### src/hw/rtl/omp_pkg.sv
// Shared types, constants and sine table for the omni wheel polar mixer.
package omp_pkg;

	localparam int NUM_WHEELS    = 4;
	localparam int HEADING_W     = 9;
	localparam int POWER_W       = 8;
	localparam int ROT_W         = 8;
	localparam int GAIN_W        = 8;
	localparam int ANGLE_W       = 9;
	localparam int SINE_W        = 15;
	localparam int SINE_IDX_W    = 7;
	localparam int SINE_ENTRIES  = 91;
	localparam int PROD_W        = 22;   // sine magnitude times power magnitude
	localparam int SCALED_W      = 30;   // and times gain
	localparam int ROTTERM_W     = 29;   // signed rotation term
	localparam int SUM_W         = 31;   // signed wheel term
	localparam int MAG_W         = 30;
	localparam int IN_W          = 32;
	localparam int CFG_INDEX_W   = 2;
	localparam int DUTY_BITS_DEF = 10;

	localparam logic [ANGLE_W:0]   FULL_CIRCLE   = 10'd360;
	localparam logic [ANGLE_W-1:0] QUARTER_TURN  = 9'd90;
	localparam logic [ANGLE_W-1:0] HALF_TURN     = 9'd180;
	localparam logic [ANGLE_W-1:0] THREE_QUARTER = 9'd270;
	localparam logic [ANGLE_W-1:0] WHOLE_TURN    = 9'd360;

	// 90 + wheel offset, folded into one turn
	localparam logic [ANGLE_W-1:0] WHEEL_BASE [NUM_WHEELS] = '{9'd120, 9'd240, 9'd315, 9'd45};

	localparam logic [GAIN_W-1:0] GAIN_RESET = 8'd100;

	// full scale is 163840000 = 2^18 * 625 term units
	localparam int ROT_UNIT     = 1474560;
	localparam int HALF_DEN     = 81920000;
	localparam int DEN_SHIFT    = 18;
	localparam int DEN_ODD      = 625;
	localparam int DEN_ODD_LOG  = 10;

	// directions on a stop command, wheel one in bit 0
	localparam logic [NUM_WHEELS-1:0] STOP_DIR = 4'b0011;

	localparam logic [SINE_W-1:0] SINE_Q14 [SINE_ENTRIES] = '{
		15'd0,     15'd286,   15'd572,   15'd857,   15'd1143,  15'd1428,  15'd1713,
		15'd1997,  15'd2280,  15'd2563,  15'd2845,  15'd3126,  15'd3406,  15'd3686,
		15'd3964,  15'd4240,  15'd4516,  15'd4790,  15'd5063,  15'd5334,  15'd5604,
		15'd5872,  15'd6138,  15'd6402,  15'd6664,  15'd6924,  15'd7182,  15'd7438,
		15'd7692,  15'd7943,  15'd8192,  15'd8438,  15'd8682,  15'd8923,  15'd9162,
		15'd9397,  15'd9630,  15'd9860,  15'd10087, 15'd10311, 15'd10531, 15'd10749,
		15'd10963, 15'd11174, 15'd11381, 15'd11585, 15'd11786, 15'd11982, 15'd12176,
		15'd12365, 15'd12551, 15'd12733, 15'd12911, 15'd13085, 15'd13255, 15'd13421,
		15'd13583, 15'd13741, 15'd13894, 15'd14044, 15'd14189, 15'd14330, 15'd14466,
		15'd14598, 15'd14726, 15'd14849, 15'd14968, 15'd15082, 15'd15191, 15'd15296,
		15'd15396, 15'd15491, 15'd15582, 15'd15668, 15'd15749, 15'd15826, 15'd15897,
		15'd15964, 15'd16026, 15'd16083, 15'd16135, 15'd16182, 15'd16225, 15'd16262,
		15'd16294, 15'd16322, 15'd16344, 15'd16362, 15'd16374, 15'd16382, 15'd16384
	};

	typedef enum logic [CFG_INDEX_W-1:0] {
		REG_GAIN_ONE,
		REG_GAIN_TWO,
		REG_GAIN_THREE,
		REG_GAIN_FOUR
	} cfg_reg_t;

	typedef logic [NUM_WHEELS-1:0][GAIN_W-1:0] gain_vec_t;

	typedef struct packed {
		logic [ROT_W-1:0]     rot;
		logic [POWER_W-1:0]   power;
		logic [HEADING_W-1:0] heading;
	} cmd_t;

	typedef struct packed {
		logic              neg;
		logic [SINE_W-1:0] mag;
	} sine_t;

	typedef struct packed {
		logic                        stop;
		logic                        pneg;
		logic [POWER_W-1:0]          pmag;
		logic [ROT_W-1:0]            rot;
		sine_t [NUM_WHEELS-1:0]      sine;
	} trig_t;

	typedef struct packed {
		logic                              stop;
		logic [NUM_WHEELS-1:0]             dir;
		logic [NUM_WHEELS-1:0][MAG_W-1:0]  mag;
	} mix_t;

endpackage

### src/hw/rtl/omp_duty.sv
// Magnitude to rounded, saturated duty via reciprocal multiply (two stages).
module omp_duty #(
	parameter int DUTY_BITS = omp_pkg::DUTY_BITS_DEF
) (
	input  logic                                       clk,
	input  logic                                       arst_n,
	input  logic                                       in_valid,
	output logic                                       in_ready,
	input  omp_pkg::mix_t                              in_mix,
	output logic                                       out_valid,
	input  logic                                       out_ready,
	output logic [omp_pkg::NUM_WHEELS-1:0][DUTY_BITS-1:0] duty,
	output logic [omp_pkg::NUM_WHEELS-1:0]             dir
);

	localparam int Y_W         = omp_pkg::MAG_W + DUTY_BITS;
	localparam int Z_W         = Y_W - omp_pkg::DEN_SHIFT;
	localparam int RECIP_SHIFT = Z_W + omp_pkg::DEN_ODD_LOG;
	localparam int M_W         = Z_W + 1;
	localparam int P_W         = Z_W + M_W;
	localparam int Q_W         = P_W - RECIP_SHIFT;
	localparam logic [M_W-1:0] RECIP = M_W'(((longint'(1) << RECIP_SHIFT) +
		longint'(omp_pkg::DEN_ODD) - longint'(1)) / longint'(omp_pkg::DEN_ODD));
	localparam logic [DUTY_BITS-1:0] DMAX = '1;

	logic en_s6, en_s7;
	logic v_s6, v_s7;

	logic [Y_W-1:0]                 y_d [omp_pkg::NUM_WHEELS];
	logic [Z_W-1:0]                 z_s6 [omp_pkg::NUM_WHEELS];
	logic [omp_pkg::NUM_WHEELS-1:0] dir_s6;
	logic                           stop_s6;

	logic [P_W-1:0]                 p_d [omp_pkg::NUM_WHEELS];
	logic [Q_W-1:0]                 q_d [omp_pkg::NUM_WHEELS];
	logic [omp_pkg::NUM_WHEELS-1:0][DUTY_BITS-1:0] duty_d;
	logic [omp_pkg::NUM_WHEELS-1:0][DUTY_BITS-1:0] duty_s7;
	logic [omp_pkg::NUM_WHEELS-1:0] dir_s7;

	assign en_s7    = !v_s7 || out_ready;
	assign en_s6    = !v_s6 || en_s7;
	assign in_ready = en_s6;

	// stage 6: mag * (2^N - 1) + half, drop the power-of-two part of the divisor
	always_comb begin
		for (int w = 0; w < omp_pkg::NUM_WHEELS; w++) begin
			y_d[w] = (Y_W'(in_mix.mag[w]) << DUTY_BITS) - Y_W'(in_mix.mag[w]) +
				Y_W'(omp_pkg::HALF_DEN);
		end
	end

	always_ff @(posedge clk or negedge arst_n) begin
		if (!arst_n) begin
			v_s6 <= 1'b0;
		end else if (en_s6) begin
			v_s6 <= in_valid;
		end
	end

	always_ff @(posedge clk) begin
		if (en_s6 && in_valid) begin
			for (int w = 0; w < omp_pkg::NUM_WHEELS; w++) begin
				z_s6[w] <= y_d[w][Y_W-1:omp_pkg::DEN_SHIFT];
			end
			dir_s6  <= in_mix.dir;
			stop_s6 <= in_mix.stop;
		end
	end

	// stage 7: exact floor divide by 625, saturate, stop override
	always_comb begin
		for (int w = 0; w < omp_pkg::NUM_WHEELS; w++) begin
			p_d[w] = P_W'(z_s6[w]) * P_W'(RECIP);
			q_d[w] = p_d[w][P_W-1:RECIP_SHIFT];
			if (stop_s6) begin
				duty_d[w] = '0;
			end else if (q_d[w] > Q_W'(DMAX)) begin
				duty_d[w] = DMAX;
			end else begin
				duty_d[w] = DUTY_BITS'(q_d[w]);
			end
		end
	end

	always_ff @(posedge clk or negedge arst_n) begin
		if (!arst_n) begin
			v_s7 <= 1'b0;
		end else if (en_s7) begin
			v_s7 <= v_s6;
		end
	end

	always_ff @(posedge clk) begin
		if (en_s7 && v_s6) begin
			duty_s7 <= duty_d;
			dir_s7  <= stop_s6 ? omp_pkg::STOP_DIR : dir_s6;
		end
	end

	assign out_valid = v_s7;
	assign duty      = duty_s7;
	assign dir       = dir_s7;

endmodule

### config.mk
export PLATFORM = sky130hd
export DESIGN_NAME = omp_duty
export DESIGN_NICKNAME = d
export VERILOG_FILES = /design/src/hw/rtl/omp_pkg.sv /design/src/hw/rtl/omp_duty.sv
export SDC_FILE = /design/constraint.sdc
export NUM_CORES = 2
export LEC_CHECK = 0
export ABC_CLOCK_PERIOD_IN_PS = 18700
export BUFFER_PORTS_ARGS = -buffer_cell sky130_fd_sc_hd__clkbuf_2
export CORE_UTILIZATION = 45
export DETAILED_ROUTE_END_ITERATION = 16
export PLACE_DENSITY = 0.72
export RECOVER_POWER = 50
export SETUP_SLACK_MARGIN = 0.2
export SYNTH_ARGS = -nofsm -noshare
export SYNTH_HDL_FRONTEND = slang
export SYNTH_SLANG_ARGS = --single-unit
### constraint.sdc
create_clock -name clk -period 18.7 [get_ports clk]
set_input_delay 0.935 -clock clk [delete_from_list [all_inputs] [get_ports clk]]
set_output_delay 0.935 -clock clk [all_outputs]
set_load 0.02 [all_outputs]
==> reports/metrics.yaml <==
status: "finished with violations"
violations: "design-rule violations, max-capacitance violations, max-slew violations"
min_period_ps: 7427
ys_ff_latch: 139
grt_max_degree: 50
grt_pass1_wl_um: 163400
regArea_um2: 4164
fin_cells: 5637
finalHoldViolCount: 0
grt_pass1_vias: 30990
multiInputGateArea_um2: 33460
die_area_um2: 95150
ctsResizeCount: 0
cp.arrival_ps: 7580
hpwl_um: 93150
drt_iter0_markers: 1518
max_freq_mhz: 134.6
worst_clock_skew_ps: 15.57
postCtsHoldBufs: 0
path_cells: "ha_1 -> xor2_1 -> ha_1 -> or2_2 -> ha_1 -> fa_1 -> inv_1 -> fa_1 -> inv_1 -> fa_1 -> inv_1 -> fa_1 -> inv_1 -> ha_1 -> and2_1 -> a41o_1 -> a211oi_1 -> nor4_1 -> o21ai_2 -> o2111ai_1 -> a221oi_1 -> mux2i_1 -> a31oi_1"
routed_via_density: 5.166
async_flop_share_pct: 1.439
drtAntennaViolNets: 0
drive_gt1_share_pct: 4.610
io_pins: 175
pre_cts_slack_ps: 11270
clock_sinks: 139
drv_slew: 189
clkTransAtPathRegs_ps: 60
tightest_slew_ps: 3560
antenna_found_initial: 1
cts_max_path_buffers: 2
yosys_warnings: 0
wl_um: 103300
drt_pass1_iterations: 13
syn_area_per_cell_um2: 10.09
syn2layout_area_growth_pct: 6.750
nFillCells: 8522
critPathSlowestCell: "mux2i_1"
clock-root-buffer: "clkbuf_16"
crit_path_end_kind: "register"
place_congestion: 0.9830
dp.cells: 5604
via_count: 29120
crit_type: "register to register"
worst_skew_pair.late_latency_ps: 520
maxCapViolCount: 4
critical_path.max_fanout: 10
synthTopCellsByCount: "inv_1 (1211), ha_1 (984), fa_1 (688), a21oi_1 (163), edfxtp_1 (137)"
setup_tns_ps: 0
synth_seq_area_share_pct: 9.852
min_period_over_period_pct: 39.72
critical-path-top-delay-family: "adder cells"
synthCells: 4187
wire_per_inst_um: 18.32
drc: 2
synth.most_common_cell: "inv_1"
slowest_delay_ps: 690
synthDistinctLibCells: 89
setup_ws_ps: 11270
startpoint_type: "register"
setup_violations: 0
grt_usage_pct: 22.47
start_util_pct: 45.35
path_buf_inv: 4
die_w_um: 308.5
cts_tree: "built"
die_h_um: 308.5
syn_area_um2: 42270
post_cts_buffers: 0
synth_fp_nets: 5988
min_path_type: "input port to async pin"
port_buffers: 174
rsz0062_at_grt: "false"
relSlewSlack_pct: -137.3
required_ps: 18850
htreeDepth: 4
nets: 6170
rows: 112
synth_largest_area_cell: "fa_1"
ys.flop_type: "edfxtp_1"
finalCoreUtilization_pct: 48.42
core_area_um2: 93190
cts_made_buffers: 17
synth_enable_flop_cells: 137
synth_top_area_share_pct: 32.59
yosys-top-cells-area: "fa_1 (33%), ha_1 (29%), inv_1 (11%)"
grt_overflow: 0
[registers in the layout (all words and copies together), names as in the netlist]
signal     flops
v_s6           1
dir_s6         4
stop_s6        1
out_valid      1
duty          40
dir            4
z_s6          88
[routing by layer]
metal	track usage, %	up-vias	wire, um
met1	29.79	14250	46300
met2	37.16	772	47820
met4	6.884	2	2842
li1	-	13940	-
met3	4.164	150	6276
met5	0	-	13
[worst paths after layout]
path | slack, ps | end | cells past startpoint | startpoint
setup / recovery | 11270 | duty[29] | 23 | z_s6[2][1]
hold / removal | 200 | v_s6 | 1 | arst_n
setup reg to reg | 11270 | duty[29] | 23 | z_s6[2][1]
hold reg to reg | 490 | out_valid | 1 | v_s6
max in group asynchronous | 18360 | out_valid | 1 | arst_n
min in group clk | 490 | out_valid | 1 | v_s6
[metrics by stage]
step / cell area [um2] / hold slack [ps]
floorplan: 42270 / 449.0
global placement: 44640 / 467.6
detailed placement: 44640 / 487.1
CTS: 45190 / 160.8
global route: 45120 / 189.2
finish: 45120 / 204.4
[logic make-up (layout without fill, tap and decap cells)]
family	Yosys count	count (layout)	synth area share, %
AO/OA/AOI/OAI	536	536	8.612
buffers and inverters	1225	1420	10.97
adder cells (fa/ha/maj)	1672	1672	61.72
multiplexers	3	3	0.1006
flip-flops	139	139	9.852
other	0	1	0
AND/OR/NAND/NOR	471	471	5.823
XOR/XNOR	141	141	2.922
[cell usage in the layout (no fill, tap or decap), drive strengths merged, types with 25 or more instances in the layout]
cell type  Yosys  layout
inv         1211    1216
ha           984     984
fa           688     688
clkbuf         7     196
a21oi        163     163
edfxtp       137     137
nor2         105     105
a21o          99      99
xnor2         94      94
nand2         86      86
o21ai         78      78
xor2          47      47
nand3         46      46
nand4         39      39
nor3          33      33
a31oi         30      30
and3          25      25
[cell type report]
type,count,share of cell area (%)
clock buffer,19,0.9595
antenna,1,0.005546
multi-input combinational,2823,74.17
sequential,139,9.229
tap,1254,3.478
inverter,1211,10.07
timing repair buffer,177,1.825
clock inverter,13,0.2579
Power is left out: the tool's default activity adds up to more than one toggle a clock period on the data nets, which glitch-free logic cannot reach.
