File: config.mk
export PLATFORM = sky130hd
export DESIGN_NAME = omp_scale
export DESIGN_NICKNAME = d
export VERILOG_FILES = /design/src/hw/rtl/omp_pkg.sv /design/src/hw/rtl/omp_scale.sv
export SDC_FILE = /design/constraint.sdc
export NUM_CORES = 2
export LEC_CHECK = 0
export ABC_AREA = 1
export ABC_CLOCK_PERIOD_IN_PS = 16350
export BUFFER_PORTS_ARGS = -buffer_cell sky130_fd_sc_hd__buf_2
export CAP_MARGIN = 25
export CORE_MARGIN = 2
export CORE_UTILIZATION = 45
export DETAILED_ROUTE_END_ITERATION = 8
export PLACE_DENSITY = 0.6
export SLEW_MARGIN = 40
export SYNTH_ARGS = -nofsm -noshare
export SYNTH_HDL_FRONTEND = slang
export SYNTH_SLANG_ARGS = --single-unit
File: constraint.sdc
create_clock -name clk -period 16.35 [get_ports clk]
set_input_delay 3.27 -clock clk [delete_from_list [all_inputs] [get_ports clk]]
set_output_delay 3.27 -clock clk [all_outputs]
set_load 0.05 [all_outputs]
File: src/hw/rtl/omp_pkg.sv
// Shared types, constants and sine table for the omni wheel polar mixer.
package omp_pkg;

	localparam int NUM_WHEELS    = 4;
	localparam int HEADING_W     = 9;
	localparam int POWER_W       = 8;
	localparam int ROT_W         = 8;
	localparam int GAIN_W        = 8;
	localparam int ANGLE_W       = 9;
	localparam int SINE_W        = 15;
	localparam int SINE_IDX_W    = 7;
	localparam int SINE_ENTRIES  = 91;
	localparam int PROD_W        = 22;   // sine magnitude times power magnitude
	localparam int SCALED_W      = 30;   // and times gain
	localparam int ROTTERM_W     = 29;   // signed rotation term
	localparam int SUM_W         = 31;   // signed wheel term
	localparam int MAG_W         = 30;
	localparam int IN_W          = 32;
	localparam int CFG_INDEX_W   = 2;
	localparam int DUTY_BITS_DEF = 10;

	localparam logic [ANGLE_W:0]   FULL_CIRCLE   = 10'd360;
	localparam logic [ANGLE_W-1:0] QUARTER_TURN  = 9'd90;
	localparam logic [ANGLE_W-1:0] HALF_TURN     = 9'd180;
	localparam logic [ANGLE_W-1:0] THREE_QUARTER = 9'd270;
	localparam logic [ANGLE_W-1:0] WHOLE_TURN    = 9'd360;

	// 90 + wheel offset, folded into one turn
	localparam logic [ANGLE_W-1:0] WHEEL_BASE [NUM_WHEELS] = '{9'd120, 9'd240, 9'd315, 9'd45};

	localparam logic [GAIN_W-1:0] GAIN_RESET = 8'd100;

	// full scale is 163840000 = 2^18 * 625 term units
	localparam int ROT_UNIT     = 1474560;
	localparam int HALF_DEN     = 81920000;
	localparam int DEN_SHIFT    = 18;
	localparam int DEN_ODD      = 625;
	localparam int DEN_ODD_LOG  = 10;

	// directions on a stop command, wheel one in bit 0
	localparam logic [NUM_WHEELS-1:0] STOP_DIR = 4'b0011;

	localparam logic [SINE_W-1:0] SINE_Q14 [SINE_ENTRIES] = '{
		15'd0,     15'd286,   15'd572,   15'd857,   15'd1143,  15'd1428,  15'd1713,
		15'd1997,  15'd2280,  15'd2563,  15'd2845,  15'd3126,  15'd3406,  15'd3686,
		15'd3964,  15'd4240,  15'd4516,  15'd4790,  15'd5063,  15'd5334,  15'd5604,
		15'd5872,  15'd6138,  15'd6402,  15'd6664,  15'd6924,  15'd7182,  15'd7438,
		15'd7692,  15'd7943,  15'd8192,  15'd8438,  15'd8682,  15'd8923,  15'd9162,
		15'd9397,  15'd9630,  15'd9860,  15'd10087, 15'd10311, 15'd10531, 15'd10749,
		15'd10963, 15'd11174, 15'd11381, 15'd11585, 15'd11786, 15'd11982, 15'd12176,
		15'd12365, 15'd12551, 15'd12733, 15'd12911, 15'd13085, 15'd13255, 15'd13421,
		15'd13583, 15'd13741, 15'd13894, 15'd14044, 15'd14189, 15'd14330, 15'd14466,
		15'd14598, 15'd14726, 15'd14849, 15'd14968, 15'd15082, 15'd15191, 15'd15296,
		15'd15396, 15'd15491, 15'd15582, 15'd15668, 15'd15749, 15'd15826, 15'd15897,
		15'd15964, 15'd16026, 15'd16083, 15'd16135, 15'd16182, 15'd16225, 15'd16262,
		15'd16294, 15'd16322, 15'd16344, 15'd16362, 15'd16374, 15'd16382, 15'd16384
	};

	typedef enum logic [CFG_INDEX_W-1:0] {
		REG_GAIN_ONE,
		REG_GAIN_TWO,
		REG_GAIN_THREE,
		REG_GAIN_FOUR
	} cfg_reg_t;

	typedef logic [NUM_WHEELS-1:0][GAIN_W-1:0] gain_vec_t;

	typedef struct packed {
		logic [ROT_W-1:0]     rot;
		logic [POWER_W-1:0]   power;
		logic [HEADING_W-1:0] heading;
	} cmd_t;

	typedef struct packed {
		logic              neg;
		logic [SINE_W-1:0] mag;
	} sine_t;

	typedef struct packed {
		logic                        stop;
		logic                        pneg;
		logic [POWER_W-1:0]          pmag;
		logic [ROT_W-1:0]            rot;
		sine_t [NUM_WHEELS-1:0]      sine;
	} trig_t;

	typedef struct packed {
		logic                              stop;
		logic [NUM_WHEELS-1:0]             dir;
		logic [NUM_WHEELS-1:0][MAG_W-1:0]  mag;
	} mix_t;

endpackage

File: src/hw/rtl/omp_scale.sv
// Power and gain multiplies plus rotation sum per wheel (three stages).
module omp_scale (
	input  logic               clk,
	input  logic               arst_n,
	input  logic               in_valid,
	output logic               in_ready,
	input  omp_pkg::trig_t     in_trig,
	input  omp_pkg::gain_vec_t gain,
	output logic               out_valid,
	input  logic               out_ready,
	output omp_pkg::mix_t      out_mix
);

	logic en_s3, en_s4, en_s5;
	logic v_s3, v_s4, v_s5;

	logic [omp_pkg::PROD_W-1:0]            prod_d [omp_pkg::NUM_WHEELS];
	logic signed [omp_pkg::ROTTERM_W-1:0]  rotterm_d;

	logic [omp_pkg::PROD_W-1:0]            prod_s3 [omp_pkg::NUM_WHEELS];
	logic [omp_pkg::NUM_WHEELS-1:0]        neg_s3;
	logic signed [omp_pkg::ROTTERM_W-1:0]  rotterm_s3;
	logic                                  stop_s3;

	logic [omp_pkg::SCALED_W-1:0]          scaled_d [omp_pkg::NUM_WHEELS];
	logic [omp_pkg::SCALED_W-1:0]          scaled_s4 [omp_pkg::NUM_WHEELS];
	logic [omp_pkg::NUM_WHEELS-1:0]        neg_s4;
	logic signed [omp_pkg::ROTTERM_W-1:0]  rotterm_s4;
	logic                                  stop_s4;

	logic signed [omp_pkg::SUM_W-1:0]      term_d [omp_pkg::NUM_WHEELS];
	logic signed [omp_pkg::SUM_W-1:0]      sum_d [omp_pkg::NUM_WHEELS];
	omp_pkg::mix_t                         mix_d;
	omp_pkg::mix_t                         mix_s5;

	assign en_s5    = !v_s5 || out_ready;
	assign en_s4    = !v_s4 || en_s5;
	assign en_s3    = !v_s3 || en_s4;
	assign in_ready = en_s3;

	// stage 3: |sine| * |power|, rotation term by constant
	always_comb begin
		for (int w = 0; w < omp_pkg::NUM_WHEELS; w++) begin
			prod_d[w] = omp_pkg::PROD_W'(in_trig.sine[w].mag) *
				omp_pkg::PROD_W'(in_trig.pmag);
		end
		rotterm_d = omp_pkg::ROTTERM_W'($signed(in_trig.rot)) *
			omp_pkg::ROTTERM_W'(omp_pkg::ROT_UNIT);
	end

	always_ff @(posedge clk or negedge arst_n) begin
		if (!arst_n) begin
			v_s3 <= 1'b0;
		end else if (en_s3) begin
			v_s3 <= in_valid;
		end
	end

	always_ff @(posedge clk) begin
		if (en_s3 && in_valid) begin
			prod_s3    <= prod_d;
			rotterm_s3 <= rotterm_d;
			stop_s3    <= in_trig.stop;
			for (int w = 0; w < omp_pkg::NUM_WHEELS; w++) begin
				neg_s3[w] <= in_trig.sine[w].neg ^ in_trig.pneg;
			end
		end
	end

	// stage 4: times wheel gain
	always_comb begin
		for (int w = 0; w < omp_pkg::NUM_WHEELS; w++) begin
			scaled_d[w] = omp_pkg::SCALED_W'(prod_s3[w]) * omp_pkg::SCALED_W'(gain[w]);
		end
	end

	always_ff @(posedge clk or negedge arst_n) begin
		if (!arst_n) begin
			v_s4 <= 1'b0;
		end else if (en_s4) begin
			v_s4 <= v_s3;
		end
	end

	always_ff @(posedge clk) begin
		if (en_s4 && v_s3) begin
			scaled_s4  <= scaled_d;
			neg_s4     <= neg_s3;
			rotterm_s4 <= rotterm_s3;
			stop_s4    <= stop_s3;
		end
	end

	// stage 5: signed sum, then sign and magnitude
	always_comb begin
		mix_d.stop = stop_s4;
		for (int w = 0; w < omp_pkg::NUM_WHEELS; w++) begin
			term_d[w] = $signed({1'b0, scaled_s4[w]});
			if (neg_s4[w]) begin
				term_d[w] = -term_d[w];
			end
			sum_d[w] = term_d[w] + omp_pkg::SUM_W'(rotterm_s4);
			mix_d.dir[w] = (sum_d[w] > 0);
			mix_d.mag[w] = (sum_d[w] < 0) ? omp_pkg::MAG_W'(-sum_d[w]) :
				omp_pkg::MAG_W'(sum_d[w]);
		end
	end

	always_ff @(posedge clk or negedge arst_n) begin
		if (!arst_n) begin
			v_s5 <= 1'b0;
		end else if (en_s5) begin
			v_s5 <= v_s4;
		end
	end

	always_ff @(posedge clk) begin
		if (en_s5 && v_s4) begin
			mix_s5 <= mix_d;
		end
	end

	assign out_valid = v_s5;
	assign out_mix   = mix_s5;

endmodule

==> flow_summary.ini <==
[sta]
tightest_slew_ns = 0.816
fmax_ghz = 0.133
finalHoldViolations = 0
fin_ws_ns = 8.83
setup_violations = 0
skew_ns = 0.0329
final_max_slew_viol_count = 0
rsz0062_at_grt = no
min_period_ns = 7.52
hold_slack_ns = 0.416
relSlewSlack_pct = 45.6
finalSetupTns_ns = 0
period_share_pct = 46.0

[grt]
grt_pass1_wl_um = 245000
grt_pass1_vias = 47500
grt_max_degree = 74
grt_util_all_layers_pct = 22.0
antenna_found_initial = 26
grt.overflow.total = 0

[detailed_routing]
drtAntennaViolNets = 0
drtIter0Drc = 3107
wl_um = 148000
drt-pass1-iter-count = 6
drc = 0
viasPerCell = 4.84
wl_per_cell_um = 15.1
via_count = 47300

[layout]
nets = 9334
multi_input_area_sq_um = 40500
regArea_sq_um = 11200
fin_area_sq_um = 64500
syn_to_final_growth_pct = 6.36
drive_above_1_share_pct = 5.59
nFillCells = 13300

[synth]
synth_nets = 9318
synth_edf_count = 371
syn_area_per_cell_sq_um = 7.64
synth.most_common_cell = nand2_1
synth_warnings = 0
yosysUniqueCellTypes = 58
synth_top_flop_cell = edfxtp_1
synth_seq_cells = 374
synthTopCellsByArea = fa_1 27%, edfxtp_1 18%, nand2_1 14%
postSynthCellCount = 7940
ys_seq_area_share_pct = 18.5
synth_async_sr_flop_share_pct = 0.802
syn_area_sq_um = 60600
synth_common_cells = 2286 x nand2_1, 2003 x inv_1, 804 x fa_1
synth_top_cell_by_area = fa_1
synth_top_area_share_pct = 26.5

[hold_path]
holdCritPathClass = flip-flop to flip-flop

[placed_design]
placed_cell_area_sq_um = 62900
port_buffers = 244
dpl.hpwl_um = 120000
place_congestion = 0.879
post-place-ws_ns = 8.20

[clock_network]
htreeDepth = 2
cts_made_buffers = 47
ctsResizeCount = 0
cts_hold_buf = 0
cts-root-buf = clkbuf_16
clk_latency_ns = 0.63
post-cts-setup-buffers = 0
cts.sinks = 374
tritoncts = yes
path_clk_slew_ns = 0.06
clk_path_buf_depth = 3

[die]
fp.dieW_um = 371
die_area_sq_um = 138000
io_pins = 245
die_y_um = 371
rows = 134
design.core.area_sq_um = 134000
start_util_pct = 45.4

[setup_path]
cp_data_required_time_ns = 16.71
crit_type = input pin to flip-flop
endpoint_kind = flip-flop
path_max_fanout = 60
crit_arrival_ns = 7.89
cp-start-kind = input pin

[outcome]
outcome = completed

[flow_run]
maxCapViolCount = 0
routing by layer:
layer / share of wire, % / wire [um] / track usage (%) / up-vias
li1: - / - / - / 23600
met1: 48 / 71500 / 32.0 / 22500
met2: 45 / 65700 / 34.9 / 977
met3: 5.2 / 7600 / 2.88 / 155
met4: 1.7 / 2530 / 4.59 / 30
met5: 0.13 / 186 / 0 / -
cells by family after synthesis:
kind of cell    Yosys count  share of synthesized area (%)
compound gates          509                           4.59
xor+xnor                330                           4.90
fa+ha+maj              1260                           36.0
buf+inv                2317                           14.7
flops                   374                           18.5
mux                       1                         0.0165
simple gates           3149                           21.3
area by class of cell:
type                            count  share of cell area, %
Clock buffer                       54                   1.90
Sequential cell                   374                   17.4
Timing Repair Buffer              266                   2.23
Clock inverter                     32                  0.475
Antenna cell                        5                 0.0194
Tap cell                         1768                   3.43
Inverter                         2018                   11.8
Multi-Input combinational cell   5249                   62.8
critical path, cell delays in order:
cell     delay [ns]
buf_2          0.08
buf_4          0.59
nand2_1        0.17
fa_1           0.48
fa_1           0.49
inv_1          0.05
fa_1           0.55
fa_1           0.41
ha_1           0.36
nand2_1        0.07
inv_1          0.05
a21oi_1        0.09
o21ai_0        0.35
a21oi_1        0.17
o21ai_0        0.34
nand3_1        0.15
nand3_1        0.11
nand2_1        0.06
layout by cell type (no fill, tap or decap), drive strengths merged, types with 6 or more instances in the layout:
cell and count:
inv 2026, clkbuf 54, nand4 52, o21a 14, xor2 223, nand3 309, clkinv 16, a21oi 245
nor2 370, o21ai 171, xnor2 107, ha 456, o21bai 19, buf 266, or2 7, a21o 15
nor4 8, nand3b 31, nor3 59, o211ai 6, a31oi 14, edfxtp 371, a21boi 10, nand2 2305
fa 804
final timing paths:
kind	startpoint	endpoint	slack [ns]	cells past startpoint
max	in_trig[74]	prod_s3[18]$_DFFE_PP_	8.83	18
min	neg_s3[3]$_DFFE_PP_	neg_s4[3]$_DFFE_PP_	0.42	0
max reg2reg	prod_s3[25]$_DFFE_PP_	scaled_s4[59]$_DFFE_PP_	11.42	17
min reg2reg	neg_s3[3]$_DFFE_PP_	neg_s4[3]$_DFFE_PP_	0.42	0
max in group asynchronous	arst_n	v_s3$_DFFE_PN0N_	13.80	1
min in group asynchronous	arst_n	v_s4$_DFFE_PN0P_	2.44	1
through the flow:
stage	std cells	util [%]
2_1_floorplan	7940	-
3_3_place_gp	9670	47.0
3_5_place_dp	9674	47.1
4_1_cts	9760	48.2
5_1_grt	9766	48.3
6_report	9766	48.3
sequential cells by signal (all words and copies together), names as in the netlist, 4 cells and up:
register and count:
rotterm_s4 14, out_mix 125, rotterm_s3 14, prod_s3 88, neg_s4 4, scaled_s4 120, neg_s3 4
Power is left out: the tool's default activity adds up to more than one toggle a clock period on the data nets, which glitch-free logic cannot reach.
