[src/hw/rtl/omp_pkg.sv]
// Shared types, constants and sine table for the omni wheel polar mixer.
package omp_pkg;

	localparam int NUM_WHEELS    = 4;
	localparam int HEADING_W     = 9;
	localparam int POWER_W       = 8;
	localparam int ROT_W         = 8;
	localparam int GAIN_W        = 8;
	localparam int ANGLE_W       = 9;
	localparam int SINE_W        = 15;
	localparam int SINE_IDX_W    = 7;
	localparam int SINE_ENTRIES  = 91;
	localparam int PROD_W        = 22;   // sine magnitude times power magnitude
	localparam int SCALED_W      = 30;   // and times gain
	localparam int ROTTERM_W     = 29;   // signed rotation term
	localparam int SUM_W         = 31;   // signed wheel term
	localparam int MAG_W         = 30;
	localparam int IN_W          = 32;
	localparam int CFG_INDEX_W   = 2;
	localparam int DUTY_BITS_DEF = 10;

	localparam logic [ANGLE_W:0]   FULL_CIRCLE   = 10'd360;
	localparam logic [ANGLE_W-1:0] QUARTER_TURN  = 9'd90;
	localparam logic [ANGLE_W-1:0] HALF_TURN     = 9'd180;
	localparam logic [ANGLE_W-1:0] THREE_QUARTER = 9'd270;
	localparam logic [ANGLE_W-1:0] WHOLE_TURN    = 9'd360;

	// 90 + wheel offset, folded into one turn
	localparam logic [ANGLE_W-1:0] WHEEL_BASE [NUM_WHEELS] = '{9'd120, 9'd240, 9'd315, 9'd45};

	localparam logic [GAIN_W-1:0] GAIN_RESET = 8'd100;

	// full scale is 163840000 = 2^18 * 625 term units
	localparam int ROT_UNIT     = 1474560;
	localparam int HALF_DEN     = 81920000;
	localparam int DEN_SHIFT    = 18;
	localparam int DEN_ODD      = 625;
	localparam int DEN_ODD_LOG  = 10;

	// directions on a stop command, wheel one in bit 0
	localparam logic [NUM_WHEELS-1:0] STOP_DIR = 4'b0011;

	localparam logic [SINE_W-1:0] SINE_Q14 [SINE_ENTRIES] = '{
		15'd0,     15'd286,   15'd572,   15'd857,   15'd1143,  15'd1428,  15'd1713,
		15'd1997,  15'd2280,  15'd2563,  15'd2845,  15'd3126,  15'd3406,  15'd3686,
		15'd3964,  15'd4240,  15'd4516,  15'd4790,  15'd5063,  15'd5334,  15'd5604,
		15'd5872,  15'd6138,  15'd6402,  15'd6664,  15'd6924,  15'd7182,  15'd7438,
		15'd7692,  15'd7943,  15'd8192,  15'd8438,  15'd8682,  15'd8923,  15'd9162,
		15'd9397,  15'd9630,  15'd9860,  15'd10087, 15'd10311, 15'd10531, 15'd10749,
		15'd10963, 15'd11174, 15'd11381, 15'd11585, 15'd11786, 15'd11982, 15'd12176,
		15'd12365, 15'd12551, 15'd12733, 15'd12911, 15'd13085, 15'd13255, 15'd13421,
		15'd13583, 15'd13741, 15'd13894, 15'd14044, 15'd14189, 15'd14330, 15'd14466,
		15'd14598, 15'd14726, 15'd14849, 15'd14968, 15'd15082, 15'd15191, 15'd15296,
		15'd15396, 15'd15491, 15'd15582, 15'd15668, 15'd15749, 15'd15826, 15'd15897,
		15'd15964, 15'd16026, 15'd16083, 15'd16135, 15'd16182, 15'd16225, 15'd16262,
		15'd16294, 15'd16322, 15'd16344, 15'd16362, 15'd16374, 15'd16382, 15'd16384
	};

	typedef enum logic [CFG_INDEX_W-1:0] {
		REG_GAIN_ONE,
		REG_GAIN_TWO,
		REG_GAIN_THREE,
		REG_GAIN_FOUR
	} cfg_reg_t;

	typedef logic [NUM_WHEELS-1:0][GAIN_W-1:0] gain_vec_t;

	typedef struct packed {
		logic [ROT_W-1:0]     rot;
		logic [POWER_W-1:0]   power;
		logic [HEADING_W-1:0] heading;
	} cmd_t;

	typedef struct packed {
		logic              neg;
		logic [SINE_W-1:0] mag;
	} sine_t;

	typedef struct packed {
		logic                        stop;
		logic                        pneg;
		logic [POWER_W-1:0]          pmag;
		logic [ROT_W-1:0]            rot;
		sine_t [NUM_WHEELS-1:0]      sine;
	} trig_t;

	typedef struct packed {
		logic                              stop;
		logic [NUM_WHEELS-1:0]             dir;
		logic [NUM_WHEELS-1:0][MAG_W-1:0]  mag;
	} mix_t;

endpackage

[src/hw/rtl/omp_angle.sv]
// Heading reduction, wheel angles and quarter-wave sine lookup (two stages).
module omp_angle (
	input  logic          clk,
	input  logic          arst_n,
	input  logic          in_valid,
	output logic          in_ready,
	input  omp_pkg::cmd_t in_cmd,
	output logic          out_valid,
	input  logic          out_ready,
	output omp_pkg::trig_t out_trig
);

	logic en_s1, en_s2;
	logic v_s1, v_s2;

	logic [omp_pkg::ANGLE_W-1:0] head_d;
	logic [omp_pkg::ANGLE_W:0]   sum_d [omp_pkg::NUM_WHEELS];
	logic [omp_pkg::ANGLE_W-1:0] ang_d [omp_pkg::NUM_WHEELS];
	logic                        pneg_d;
	logic [omp_pkg::POWER_W-1:0] pmag_d;

	logic [omp_pkg::ANGLE_W-1:0] ang_s1 [omp_pkg::NUM_WHEELS];
	logic                        stop_s1;
	logic                        pneg_s1;
	logic [omp_pkg::POWER_W-1:0] pmag_s1;
	logic [omp_pkg::ROT_W-1:0]   rot_s1;

	logic [omp_pkg::SINE_IDX_W-1:0] idx_d [omp_pkg::NUM_WHEELS];
	logic                           sneg_d [omp_pkg::NUM_WHEELS];
	omp_pkg::trig_t                 trig_d;
	omp_pkg::trig_t                 trig_s2;

	assign en_s2    = !v_s2 || out_ready;
	assign en_s1    = !v_s1 || en_s2;
	assign in_ready = en_s1;

	// stage 1: heading mod 360, per-wheel angle, power sign and magnitude
	always_comb begin
		head_d = (in_cmd.heading >= omp_pkg::WHOLE_TURN) ?
			in_cmd.heading - omp_pkg::WHOLE_TURN : in_cmd.heading;
		for (int w = 0; w < omp_pkg::NUM_WHEELS; w++) begin
			sum_d[w] = {1'b0, omp_pkg::WHEEL_BASE[w]} + omp_pkg::FULL_CIRCLE - {1'b0, head_d};
			if (sum_d[w] >= omp_pkg::FULL_CIRCLE) begin
				ang_d[w] = omp_pkg::ANGLE_W'(sum_d[w] - omp_pkg::FULL_CIRCLE);
			end else begin
				ang_d[w] = omp_pkg::ANGLE_W'(sum_d[w]);
			end
		end
		pneg_d = in_cmd.power[omp_pkg::POWER_W-1];
		pmag_d = pneg_d ? (~in_cmd.power + 1'b1) : in_cmd.power;
	end

	always_ff @(posedge clk or negedge arst_n) begin
		if (!arst_n) begin
			v_s1 <= 1'b0;
		end else if (en_s1) begin
			v_s1 <= in_valid;
		end
	end

	always_ff @(posedge clk) begin
		if (en_s1 && in_valid) begin
			ang_s1  <= ang_d;
			stop_s1 <= (in_cmd.power == '0);
			pneg_s1 <= pneg_d;
			pmag_s1 <= pmag_d;
			rot_s1  <= in_cmd.rot;
		end
	end

	// stage 2: fold each angle onto the first quadrant and look up the sine
	always_comb begin
		for (int w = 0; w < omp_pkg::NUM_WHEELS; w++) begin
			priority if (ang_s1[w] <= omp_pkg::QUARTER_TURN) begin
				idx_d[w]  = omp_pkg::SINE_IDX_W'(ang_s1[w]);
				sneg_d[w] = 1'b0;
			end else if (ang_s1[w] <= omp_pkg::HALF_TURN) begin
				idx_d[w]  = omp_pkg::SINE_IDX_W'(omp_pkg::HALF_TURN - ang_s1[w]);
				sneg_d[w] = 1'b0;
			end else if (ang_s1[w] <= omp_pkg::THREE_QUARTER) begin
				idx_d[w]  = omp_pkg::SINE_IDX_W'(ang_s1[w] - omp_pkg::HALF_TURN);
				sneg_d[w] = 1'b1;
			end else begin
				idx_d[w]  = omp_pkg::SINE_IDX_W'(omp_pkg::WHOLE_TURN - ang_s1[w]);
				sneg_d[w] = 1'b1;
			end
		end
		trig_d.stop = stop_s1;
		trig_d.pneg = pneg_s1;
		trig_d.pmag = pmag_s1;
		trig_d.rot  = rot_s1;
		for (int w = 0; w < omp_pkg::NUM_WHEELS; w++) begin
			trig_d.sine[w].neg = sneg_d[w];
			trig_d.sine[w].mag = omp_pkg::SINE_Q14[idx_d[w]];
		end
	end

	always_ff @(posedge clk or negedge arst_n) begin
		if (!arst_n) begin
			v_s2 <= 1'b0;
		end else if (en_s2) begin
			v_s2 <= v_s1;
		end
	end

	always_ff @(posedge clk) begin
		if (en_s2 && v_s1) begin
			trig_s2 <= trig_d;
		end
	end

	assign out_valid = v_s2;
	assign out_trig  = trig_s2;

endmodule

[config.mk]
export PLATFORM = sky130hd
export DESIGN_NAME = omp_angle
export DESIGN_NICKNAME = d
export VERILOG_FILES = /design/src/hw/rtl/omp_pkg.sv /design/src/hw/rtl/omp_angle.sv
export SDC_FILE = /design/constraint.sdc
export NUM_CORES = 1
export LEC_CHECK = 0
export ABC_AREA = 1
export ABC_CLOCK_PERIOD_IN_PS = 10000
export BUFFER_PORTS_ARGS = -buffer_cell sky130_fd_sc_hd__buf_2
export CORE_ASPECT_RATIO = 1.25
export CORE_MARGIN = 2
export CORE_UTILIZATION = 50
export DETAILED_ROUTE_END_ITERATION = 10
export PLACE_DENSITY = 0.75
export RECOVER_POWER = 100
export SYNTH_ARGS = -nofsm -noshare
export SYNTH_HDL_FRONTEND = slang
export SYNTH_SLANG_ARGS = --single-unit
[constraint.sdc]
create_clock -name clk -period 10 [get_ports clk]
set_input_delay 1.5 -clock clk [delete_from_list [all_inputs] [get_ports clk]]
set_output_delay 1.5 -clock clk [all_outputs]
set_load 0.02 [all_outputs]
==> summary.txt <==
vias in the first global route: 15.28k
total number of vias: 16.16k
clock transition at the registers of the reported paths: 60 ps
CTS tree: built
initial antenna violation count: 2
count of final hold-check violations: 0
Setup Skew: 15.32 ps
Largest stage delay, worst path: 1030 ps
Max Clock Freq: 154.1 MHz
Synth Instances: 2278
CP max stage cell: clkinv_1
Routability Congestion: 0.9747
critical setup path kind: register to register
status: finished, violations left
FP Rows: 69
Seq cells post-synth: 134
max-slew violations: 136
WL/cell: 18.08 um
Initial Utilization: 50.86%
Overflow after GRT: 0
all-layer global routing usage: 32.21%
DP Worst Slack: 4999 ps
DR pass1 iterations: 6
Clk Latency, worst-skew pair: 450 ps
CP arrival: 6790 ps
first-pass GRT wire length: 78490 um
final non-filler cell total: 2714
Top cell by count, worst path: nand2_1
share of layout cells above drive strength 1: 6.022%
crit-path max FO: 30
Setup Buffers After CTS: 0
area leader, netlist: edfxtp_1
fin crit period: 6490 ps
synth warn: 0
CP Capture Type: register
Antenna Nets Post-Route: 0
Final period util: 64.90%
sequential fraction of the synthesis area: 27.79%
Worst R2R Setup Slack: 3510 ps
routed wire length: 49060 um
Startpoint Class: register
failing checks: max-capacitance violations, max-slew violations
Hold WC Path Type: register to register
Required @ worst endpoint: 10300 ps
WHS: 417.9 ps
ys flop type: edfxtp_1
DR vias/cell: 5.954
Die ar.: 30270 um2
Synth area leaders: edfxtp_1 (27%), nand2_1 (22%), nand3_1 (11%)
CTS Hold Bufs: 0
CTS Buf Count: 17
htree depth: 4
CP Buf/Inv Count: 3
largest net degree at the start of global routing: 51
Post-synth ARST share: 1.493%
RSZ-0062 raised after global routing: false
clock root buffer master: clkbuf_16
CTS Sinks: 134
Post-Syn Nets: 2385
Post-layout nets: 2453
Least-Margin Pin Slew: 2695 ps
Power Dens Cells: 277.7 nW/um2
port bufs: 112
max-cap violations: 3
final setup fails: 0
Syn Area/Cell: 6.341 um2
overall power: 4.311 mW
Detail Placement HPWL: 35670 um
relative slew slack: -79.64%
CP cell instances: clkinv_1 > ha_1 > nand2_1 > nand3b_1 > nand2_1 > a21oi_1 > nand2_1 > nand2_1 > clkbuf_1 > inv_1 > nor2_1 > nand2_1 > nand2_1 > nor2_1 > o21ai_0 > nand3_1 > nand2_1
1st-iter DRT viols: 1430
I/O Pins: 113
Residual DRC: 0
clk buf depth: 2
Core ar.: 28400 um2
TNS Setup: 0 ps
Unique masters post-synth: 46
number of synthesized flops with an enable pin: 132
Area Overhead vs Synth: 7.475%
Worst Slack Setup Final: 3510 ps
leakage: 7.419 nW
placed cell count: 2682
post-synth top area share: 27.44%
Worst IR Drop VDD: 0.2137 mV
Die Wd: 156.0 um
die height: 194.0 um
mapped cell area: 14450 um2
post-CTS sizing: 0
CP delay by family, top: buffers and inverters
synthesized netlist by cell type, types with 2 or more instances:
library cell	instances
a21oi_1	72
o21ai_1	21
o21ai_2	3
clkinv_1	4
buf_4	17
nand3_2	3
nor2_2	15
nand3b_1	10
a21oi_4	2
o31ai_1	4
xor2_2	2
or2_2	5
nor2_4	3
ha_1	78
edfxtp_1	132
xor2_1	33
o211ai_1	32
nand4_1	41
a31oi_1	3
a21boi_2	2
nand3_1	308
inv_1	159
clkbuf_1	14
nand2_1	865
nand2_4	4
o21ai_0	132
buf_6	3
inv_2	28
a21o_1	2
o21ai_4	4
nand2_2	33
xnor2_1	4
buf_2	40
nor3_1	21
a21oi_2	4
o21bai_1	2
nor2_1	163
dfrtp_1	2
placed cells by master (no fill, tap or decap), drive strengths merged, types with 35 or more instances in the layout:
master	netlist	final
edfxtp	132	132
inv	187	190
nor2	181	181
nand2	902	902
ha	78	78
clkbuf	14	116
nand4	41	41
nand3	312	312
o21ai	160	160
xor2	35	35
a21oi	78	78
metal layers:
layer  global-route usage (%)  share of wire (%)  routed length [um]  vias to the layer above
li1                         -                  -                   -                     7695
met1                    40.10                 39               19020                     7278
met2                    52.25                 47               22890                      957
met3                    5.230                8.1                3984                      229
met4                    19.40                6.4                3159                        0
met5                        0                  0                   0                        -
logic make-up after synthesis:
group / Yosys count / share of synthesized area, %
AOI/OAI and AO/OA: 287 / 11.47
and+or+nand+nor: 1474 / 43.66
DFF: 134 / 27.79
buffers and inverters: 266 / 7.856
adders and majority gates: 78 / 6.756
xor gates and xnor gates: 39 / 2.469
power breakdown:
group,leakage (nW),internal [mW],switching (mW)
clock network,0.294,0.420,0.276
registers,1.29,0.834,0.0774
logic,5.83,0.736,1.97
sequential cells by signal, indices dropped and copies added (netlist names):
| register | count |
|---|---|
| stop_s1 | 1 |
| pmag_s1 | 8 |
| v_s1 | 1 |
| rot_s1 | 8 |
| out_trig | 82 |
| out_valid | 1 |
| pneg_s1 | 1 |
| ang_s1 | 32 |
per-stage QoR:
stage,cell area (um2),utilization (%)
after global routing,15520,54.65
final,15520,54.66
after global placement,15130,53.28
after detailed placement,15130,53.28
after floorplan,14450,-
after CTS,15760,55.48
worst paths after layout:
kind | startpoint | endpoint | cells past startpoint
worst max-delay path | ang_s1[9] | out_trig[38] | 17
worst min-delay path | pmag_s1[3] | out_trig[75] | 0
worst max register to register | ang_s1[9] | out_trig[38] | 17
worst min register to register | pmag_s1[3] | out_trig[75] | 0
max in group asynchronous | arst_n | out_valid | 1
min in group asynchronous | arst_n | v_s1 | 1
cell type report:
type,instances,area [um2]
antenna,1,2.502
clock buffer,18,429.2
clock inverter,13,195.2
fill,2877,12880
inverter,191,716.9
multi-input combinational,1878,9210
sequential,134,4014
tap,355,444.2
timing repair buffer,124,513.0
worst register-to-register path, stage by stage, from the launching register on:
cell and delay [ps]:
edfxtp_1 970, clkinv_1 1030, ha_1 540, nand2_1 80
nand3b_1 110, nand2_1 160, a21oi_1 150, nand2_1 60
nand2_1 50, clkbuf_1 1000, inv_1 790, nor2_1 720
nand2_1 220, nand2_1 110, nor2_1 50, o21ai_0 120
nand3_1 110, nand2_1 80
Note: power is estimated with default switching activity, not from simulation.
